### config.mk
export PLATFORM = sky130hd
export DESIGN_NAME = cksum_crc32_with_length_top
export DESIGN_NICKNAME = d
export VERILOG_FILES = /design/src/design/cksum_pkg.sv /design/src/design/cksum_ctrl.sv /design/src/design/cksum_dpath.sv /design/src/design/cksum_crc32_with_length_top.sv
export SDC_FILE = /design/constraint.sdc
export NUM_CORES = 1
export LEC_CHECK = 0
export BUFFER_PORTS_ARGS = -buffer_cell sky130_fd_sc_hd__buf_2
export CORE_ASPECT_RATIO = 0.8
export CORE_MARGIN = 10
export CORE_UTILIZATION = 45
export CTS_CLUSTER_SIZE = 8
export DETAILED_ROUTE_END_ITERATION = 6
export GPL_ROUTABILITY_DRIVEN = 0
export PLACE_DENSITY = 0.62
export SYNTH_ARGS = -nofsm -noshare
export SYNTH_HDL_FRONTEND = slang
export SYNTH_SLANG_ARGS = --single-unit
### constraint.sdc
create_clock -name clk -period 4 [get_ports clk]
set_clock_uncertainty 0.1 [all_clocks]
set_input_delay 0.6 -clock clk [delete_from_list [all_inputs] [get_ports clk]]
set_output_delay 0.6 -clock clk [all_outputs]
set_load 0.02 [all_outputs]
### src/design/cksum_pkg.sv
// Shared types, constants and the CRC byte update for the cksum block.
`default_nettype none

package cksum_pkg;

  localparam logic [31:0] CRC_POLY = 32'h04C1_1DB7;

  // Commands from the controller to the datapath.
  typedef struct packed {
    logic take;      // an input transfer completes this cycle
    logic close;     // that transfer ends the message
    logic fold_len;  // fold the next length byte into the CRC
    logic emit;      // load the result register and clear the message state
  } cmd_t;

  // Status from the datapath to the controller.
  typedef struct packed {
    logic len_zero;  // no length bytes remain to be folded
    logic out_free;  // the result register can take a new result
  } status_t;

  // One byte of a non-reflected CRC-32, MSB first.
  function automatic logic [31:0] fold_byte(input logic [31:0] crc_in,
                                            input logic [7:0] byte_in);
    logic [31:0] c;
    c = crc_in ^ {byte_in, 24'h0};
    for (int k = 0; k < 8; k++) begin
      c = c[31] ? ({c[30:0], 1'b0} ^ CRC_POLY) : {c[30:0], 1'b0};
    end
    return c;
  endfunction

endpackage

`default_nettype wire

### src/design/cksum_ctrl.sv
// Controller: sequences message bytes, the length trailer and the result hand-off.
`default_nettype none

module cksum_ctrl (
  input  wire logic               clk,
  input  wire logic               rst,
  input  wire logic               s_valid,
  input  wire logic               s_last,
  output logic                    s_ready,
  input  wire cksum_pkg::status_t st,
  output cksum_pkg::cmd_t         cmd
);

  typedef enum logic {
    ST_DATA,
    ST_TRAIL
  } state_t;

  state_t state;

  always_comb begin
    cmd          = '0;
    cmd.take     = s_ready && s_valid;
    cmd.close    = s_ready && s_valid && s_last;
    unique case (state)
      ST_DATA: begin
      end
      ST_TRAIL: begin
        if (!st.len_zero) begin
          cmd.fold_len = 1'b1;
        end else if (st.out_free) begin
          cmd.emit = 1'b1;
        end
      end
      default: begin
      end
    endcase
  end

  // The input stays closed during reset and opens at a clock edge with reset low.
  always_ff @(posedge clk) begin
    if (rst) begin
      state   <= ST_DATA;
      s_ready <= 1'b0;
    end else begin
      unique case (state)
        ST_DATA: begin
          if (cmd.close) begin
            state   <= ST_TRAIL;
            s_ready <= 1'b0;
          end else begin
            s_ready <= 1'b1;
          end
        end
        ST_TRAIL: begin
          if (cmd.emit) begin
            state   <= ST_DATA;
            s_ready <= 1'b1;
          end
        end
        default: begin
          state   <= ST_DATA;
          s_ready <= 1'b1;
        end
      endcase
    end
  end

endmodule

`default_nettype wire

### src/design/cksum_dpath.sv
// Datapath: running CRC, saturating byte counter, length shifter and result register.
`default_nettype none

module cksum_dpath #(
  parameter int LENGTH_BITS = 32
) (
  input  wire logic             clk,
  input  wire logic             rst,
  input  wire cksum_pkg::cmd_t  cmd,
  output cksum_pkg::status_t    st,
  input  wire logic [7:0]       data_byte,
  input  wire logic             has_byte,
  output logic                  out_valid,
  input  wire logic             out_ready,
  output logic [31:0]           checksum,
  output logic [31:0]           message_length,
  output logic                  length_overflow
);

  localparam int CNT_W = (LENGTH_BITS > 32) ? 32 : LENGTH_BITS;
  localparam logic [CNT_W-1:0] CNT_MAX = {CNT_W{1'b1}};

  logic [31:0]      crc;
  logic [CNT_W-1:0] cnt;
  logic             sat;
  logic [CNT_W-1:0] len_sh;
  logic [CNT_W-1:0] cnt_next;
  logic             sat_next;
  logic             at_max;

  assign at_max   = (cnt == CNT_MAX);
  assign cnt_next = (has_byte && !at_max) ? cnt + CNT_W'(1) : cnt;
  assign sat_next = sat | (has_byte && at_max);

  assign st.len_zero = (len_sh == '0);
  assign st.out_free = !out_valid || out_ready;

  always_ff @(posedge clk) begin
    if (rst) begin
      crc <= '0;
      cnt <= '0;
      sat <= 1'b0;
    end else if (cmd.emit) begin
      crc <= '0;
      cnt <= '0;
      sat <= 1'b0;
    end else if (cmd.fold_len) begin
      crc <= cksum_pkg::fold_byte(crc, len_sh[7:0]);
    end else if (cmd.take) begin
      if (has_byte) begin
        crc <= cksum_pkg::fold_byte(crc, data_byte);
      end
      cnt <= cnt_next;
      sat <= sat_next;
    end
  end

  // The length goes out least significant byte first; it is done once only zero bytes remain.
  always_ff @(posedge clk) begin
    if (rst) begin
      len_sh <= '0;
    end else if (cmd.close) begin
      len_sh <= cnt_next;
    end else if (cmd.fold_len) begin
      len_sh <= len_sh >> 8;
    end
  end

  always_ff @(posedge clk) begin
    if (rst) begin
      out_valid <= 1'b0;
    end else if (cmd.emit) begin
      out_valid <= 1'b1;
    end else if (out_ready) begin
      out_valid <= 1'b0;
    end
  end

  always_ff @(posedge clk) begin
    if (cmd.emit) begin
      checksum        <= ~crc;
      message_length  <= 32'(cnt);
      length_overflow <= sat;
    end
  end

endmodule

`default_nettype wire

### src/design/cksum_crc32_with_length_top.sv
// Top level of the cksum-style CRC-32 with appended length trailer.
//
//  Channel  | Direction | Contents
//  ---------+-----------+-------------------------------------------------------
//  s_axis   | in        | tdata: data_byte; tuser: has_byte; tlast: end_of_message
//  m_axis   | out       | tdata: checksum, message_length; tuser: length_overflow
//
// Message bytes are taken one per cycle while the input is ready; the counter and the CRC byte update set that pace.
// After the closing transfer the input is held off while the n length bytes, n (0 to 4),
// go one per cycle through the same CRC update and the result is then emitted.
// The result sits in an output register, so the next message starts while it waits.
// If that register is still full after the trailer, the block waits until it is taken.
// Reset is synchronous and clears the message state and the output valid; the input
// goes ready at a clock edge with reset low.
`default_nettype none

module cksum_crc32_with_length_top #(
  parameter int LENGTH_BITS = 32
) (
  input  wire logic        clk,
  input  wire logic        rst,
  input  wire logic        s_axis_tvalid,
  output logic             s_axis_tready,
  input  wire logic [7:0]  s_axis_tdata,   // [7:0] data_byte
  input  wire logic [0:0]  s_axis_tuser,   // [0] has_byte
  input  wire logic        s_axis_tlast,
  output logic             m_axis_tvalid,
  input  wire logic        m_axis_tready,
  output logic [63:0]      m_axis_tdata,   // [31:0] checksum, [63:32] message_length
  output logic [0:0]       m_axis_tuser    // [0] length_overflow
);

  localparam int CNT_W = (LENGTH_BITS > 32) ? 32 : LENGTH_BITS;

  cksum_pkg::cmd_t    cmd;
  cksum_pkg::status_t st;
  logic [31:0]        checksum;
  logic [31:0]        message_length;
  logic               length_overflow;

  cksum_ctrl u_ctrl (
    .clk     (clk),
    .rst     (rst),
    .s_valid (s_axis_tvalid),
    .s_last  (s_axis_tlast),
    .s_ready (s_axis_tready),
    .st      (st),
    .cmd     (cmd)
  );

  cksum_dpath #(
    .LENGTH_BITS (LENGTH_BITS)
  ) u_dpath (
    .clk             (clk),
    .rst             (rst),
    .cmd             (cmd),
    .st              (st),
    .data_byte       (s_axis_tdata),
    .has_byte        (s_axis_tuser[0]),
    .out_valid       (m_axis_tvalid),
    .out_ready       (m_axis_tready),
    .checksum        (checksum),
    .message_length  (message_length),
    .length_overflow (length_overflow)
  );

  assign m_axis_tdata = {message_length, checksum};
  assign m_axis_tuser = length_overflow;

  // The closing transfer always blocks the input for at least the emit cycle.
  a_close_blocks: assert property (@(posedge clk) disable iff (rst)
    (s_axis_tvalid && s_axis_tready && s_axis_tlast) |=> !s_axis_tready)
    else $error("input still ready after closing transfer");

  // A reported length never exceeds the counter range.
  a_len_range: assert property (@(posedge clk) disable iff (rst)
    m_axis_tvalid |-> ((m_axis_tdata[63:32] >> CNT_W) == 32'd0))
    else $error("message length beyond counter range");

  // An overflow flag comes only with a length held at its maximum.
  a_sat_len: assert property (@(posedge clk) disable iff (rst)
    (m_axis_tvalid && m_axis_tuser[0]) |-> (m_axis_tdata[63:32] == 32'({CNT_W{1'b1}})))
    else $error("overflow flagged with a length below the maximum");

  // A new result is only loaded once the previous one has been taken.
  a_no_overwrite: assert property (@(posedge clk) disable iff (rst)
    (m_axis_tvalid && !m_axis_tready) |=> $stable(m_axis_tdata))
    else $error("pending result overwritten");

endmodule

`default_nettype wire
# == Word-level counts from Yosys, hierarchy flattened ==
# Cells that the tools add are included.
# op_classes
reduce_logical,15
n_addsub,1
n_bitwise,22
eq_ne,2
muxes,34
# ops
cell,count
27-bit 2-to-1 mux,16
14-bit inverter,16
32-bit 2-to-1 mux,6
32-bit bitwise XOR,2
32-bit by 1-bit adder with 32-bit output (second input constant),1
32-bit equality test (second input constant),1
32-bit zero test,1
32-bit inverter,1
1-bit 2-to-1 mux,9
2-bit nonzero test,4
1-bit logical AND,4
1-bit one-hot mux with 2 select lines,2
2-bit AND reduction,2
1-bit zero test,2
2-bit 2-to-1 mux,1
2-bit inequality test (second input constant),1
1-bit inverter,2
2-bit OR reduction,1
1-bit logical OR,1
1-bit OR,1
# word_totals
elab_cells,84
ff_bits,165
inputBits,14
output_inout_bits,67

# == Depth between registers and ports, before layout ==
# logic_depth
word_depth,20
mapped_depth,10

# == Cells and area by module ==
# Synthesis repeated with hierarchy kept, for this count alone.
# unflattened
hier_cells,854
hier_area_um2,8463.1
# modules_own_cells
mod,cells_per_inst,instances,seq_area_each_um2,area_each_um2
cksum_dpath,843,1,3913.8,8364.3
cksum_ctrl,11,1,40.0,98.8

# == Worst setup path after synthesis ==
# OpenSTA, ideal clock, no wires.
# synth_path
path_type,register -> register
from,register u_dpath.len_sh[2]
to,register u_dpath.crc[7]
required_time_ns,3.771
path_buffers,2
path_stages_with_launch,10
synth_period_minus_slack_ns,3.334
arrival_time_ns,3.105
setup_slack_ns,0.666
cell_sequence,dfxtp_1 > clkbuf_1 > nor4_1 > nand4_1 > or3_1 > inv_1 > nor2_1 > clkbuf_1 > o211ai_1 > o32ai_1
# synth_rtl
item,line_no,rtl
"start, declared",cksum_dpath.sv:26,logic [CNT_W-1:0] len_sh;
"start signal, assigned",cksum_dpath.sv:63,len_sh <= cnt_next;
"start signal, assigned",cksum_dpath.sv:65,len_sh <= len_sh >> 8;
"end signal, assigned",cksum_dpath.sv:48,"crc <= cksum_pkg::fold_byte(crc, len_sh[7:0]);"
"end signal, assigned",cksum_dpath.sv:51,"crc <= cksum_pkg::fold_byte(crc, data_byte);"
"end, declared",cksum_dpath.sv:23,logic [31:0] crc;

# == Worst setup path in the final report ==
# layout_path
from,register u_dpath.len_sh[2]
to,register u_dpath.crc[28]
# layout_between
elab_chain_cells,5
word_cells_on_any_way,11
# layout_lines
item,line_no,rtl
32-bit zero test,cksum_dpath.sv:35,assign st.len_zero = (len_sh == '0);
1-bit 2-to-1 mux,cksum_ctrl.sv:29,if (!st.len_zero) begin
2-bit 2-to-1 mux,cksum_ctrl.sv:25,unique case (state)
2-bit nonzero test (no source line),-,
2-bit AND reduction (no source line),-,
# Parallel ways exist; a longest one is shown, timed or not.
# A chain may end at the register's enable or synchronous reset.

==> metrics.txt <==
dominant synthesized flop cell=dfxtp_1; clock tree buffer depth=2; aggregate routed wire length=21800 µm; hold endpoint=u_dpath.crc[25]; slowest library cell on the worst path=nand2_1; hold buffer count at cts=0; Antenna diodes=0; Initial Util=0.464; vias per cell=5.48; cells after synthesis=839; gr ovfl total=0; Layout area overhead=14.3%; Max Fclk=0.334 GHz; final setup fails=0; HPWL Detailed=15600 µm; Cell Rows=44; crit end category=flip-flop; min cycle time layout=2.99 ns; startpoint types=flip-flop; VDD IR-drop max=229 µV; Hold Path Depth=1; clk slew on worst S/H paths=0.07 ns; largest net degree at the start of global routing=48; unrepaired setup endpoints after global routing=no; vias in the first global route=6072; clk root buf=clkbuf_16; outcome=completed; Setup Fix Bufs, Post-CTS=0; r2r setup slk=1.01 ns; layout cells sized above 1=0.188; post-detailed-route DRC marker count=0; IO Count=81; max incr delay on CP=0.63 ns; die height=143 µm; Hold Startpoint=u_dpath.crc[17]; total track usage=0.176; Slew HR=0.396; post_cts resized=0; reg-to-reg critical path startpoint=u_dpath.len_sh[2]; worst r2r dst=u_dpath.crc[28]; DR pass1 iterations=5; fin nets=920; CP required=4.18 ns; Leakage=3.53 nW; Die W=174 µm; # Max-Cap Violations=0; worst path cell trace=nor4_1, nand4_1, o21ai_4, nand2_1, o21ai_0, a21oi_1; global-route wire length before repair=34800 µm; DR iter-0 viols=624; core area=18400 µm²; CTS sink cnt=165; Core Util, Final=0.530; Crit Path Category=flip-flop to flip-flop; Netlist Area Pre-Place=8530 µm²; Commonest cells post-synth=xnor2_1 (117), dfxtp_1 (100), edfxtp_1 (65); initial antenna violation count=0; H-tree Lvls=4; fin worst setup slack=1.01 ns; CTS tree=built; FF+latch count, synth=165; Syn Area/Cell=10.2 µm²; count leader, synth=xnor2_1; pre-CTS WS=1.07 ns; yosys warns=0; count of different cell masters after synthesis=57; setup_tns=0 ns; Data arrival, critical path=3.17 ns; area leader, netlist=dfxtp_1; Mapped Nets=854; post-synthesis sequential area ratio=0.463; IO Port Bufs=80; Hold Crit Class=flip-flop to flip-flop; Synth async-reset ratio=0; Die Footprint=24900 µm²; CTS buffer count=17; Pins Over Slew Limit=0; final hold viol count=0; Filler cells=1706; vias=6416; clk_lat worst skew=0.43 ns; Final Cycle Share=0.749; Post-synth EDFFs=65; Synth top area share=0.235; worst-path fanout max=23; Cell Pwr Density=502 nW/µm²; synth top area cells=dfxtp_1 (23%), edfxtp_1 (23%), xnor2_1 (12%), a21oi_1 (3.0%), xor2_1 (3.0%); Tightest Pin Transition=0.899 ns; Worst Reg-to-Reg Cells=6; DRT antenna net count=0; routed len/inst=18.7 µm
==> metal layers <==
metal,global-route usage,routed length (µm),vias to the layer above,part of all wire
met4,0.0521,230,0,0.011
li1,-,-,3100,-
met2,0.241,8750,235,0.40
met1,0.266,11200,3065,0.51
met5,0,0,-,0
met3,0.0411,1700,16,0.078
==> final cells by class <==
class	instances	area [µm²]	area share
clock inverter	12	103	0.0105
sequential	165	3950	0.405
multi-input combinational	585	4200	0.430
clock buffer	20	500	0.0513
timing repair buffer	99	543	0.0557
inverter	37	139	0.0142
tap	253	317	0.0325
==> worst max-delay path: cells and delay by family (launching register included) <==
kind	cells	cell delay, ns
and+or+nand+nor	3	1.30
AOI/OAI and AO/OA	3	1.04
DFF	1	0.38
==> worst max path at each step <==
stage | to | cells past startpoint | slack, ns | startpoint
after floorplan | u_dpath.crc[7] | 9 | 0.67 | u_dpath.len_sh[2]
after global placement | u_dpath.len_sh[15] | 7 | 1.16 | u_dpath.cnt[0]
after detailed placement | u_dpath.len_sh[15] | 7 | 1.07 | u_dpath.cnt[0]
after CTS | u_dpath.len_sh[15] | 7 | 1.04 | u_dpath.cnt[0]
after global routing | u_dpath.crc[29] | 6 | 0.77 | u_dpath.len_sh[7]
final | u_dpath.crc[28] | 6 | 1.01 | u_dpath.len_sh[2]
==> flip-flops by register name, summed over array words and instances (netlist names) <==
name                     cells
u_dpath.length_overflow      1
u_ctrl.state                 1
u_dpath.len_sh              32
u_dpath.cnt                 32
u_dpath.checksum            32
u_dpath.out_valid            1
u_dpath.crc                 32
u_dpath.message_length      32
u_ctrl.s_ready               1
u_dpath.sat                  1
==> power breakdown <==
part           total, W  internal, W  switching (W)
Clock           0.00165     0.000924       0.000723
Combinational   0.00134     0.000632       0.000705
Sequential      0.00191      0.00182      0.0000888
Total           0.00490      0.00338        0.00152
==> stage by stage <==
stage | cell area (µm²) | std cells | hold slack [ns] | total power (W)
finish | 9750 | 1171 | 0.376 | 0.00490
global route | 9750 | 1171 | 0.397 | 0.00509
CTS | 9750 | 1171 | 0.378 | 0.00490
detailed placement | 9150 | 1139 | 0.363 | 0.00326
global placement | 9150 | 1139 | 0.359 | 0.00326
floorplan | 8530 | 839 | 0.306 | 0.00298
==> layout by cell type, fill, tap and decap left out, types with 19 or more instances in the layout <==
cell / Yosys / final
nand2_1: 52 / 52
edfxtp_1: 65 / 65
xor2_1: 29 / 29
mux2_2: 19 / 19
a21oi_1: 51 / 51
o21ai_0: 46 / 46
xnor2_1: 117 / 117
inv_1: 37 / 36
buf_2: 8 / 80
a211oi_1: 22 / 22
buf_4: 1 / 19
nand3_1: 21 / 21
nand4_1: 20 / 20
clkbuf_16: 0 / 20
dfxtp_1: 100 / 100
nor2_1: 62 / 62
nor4_1: 22 / 22
==> cell families (layout without fill, tap and decap cells) <==
logic type               Yosys count  in the layout  synth area share
AO/OA/AOI/OAI                    159            159             0.115
XOR/XNOR                         169            169             0.208
adder cells (fa/ha/maj)            1              1           0.00147
buffers and inverters             89            168            0.0457
flip-flops                       165            165             0.463
multiplexers                      28             28            0.0356
AND/OR/NAND/NOR                  228            228             0.131
Power figures use the tool's default switching activity.
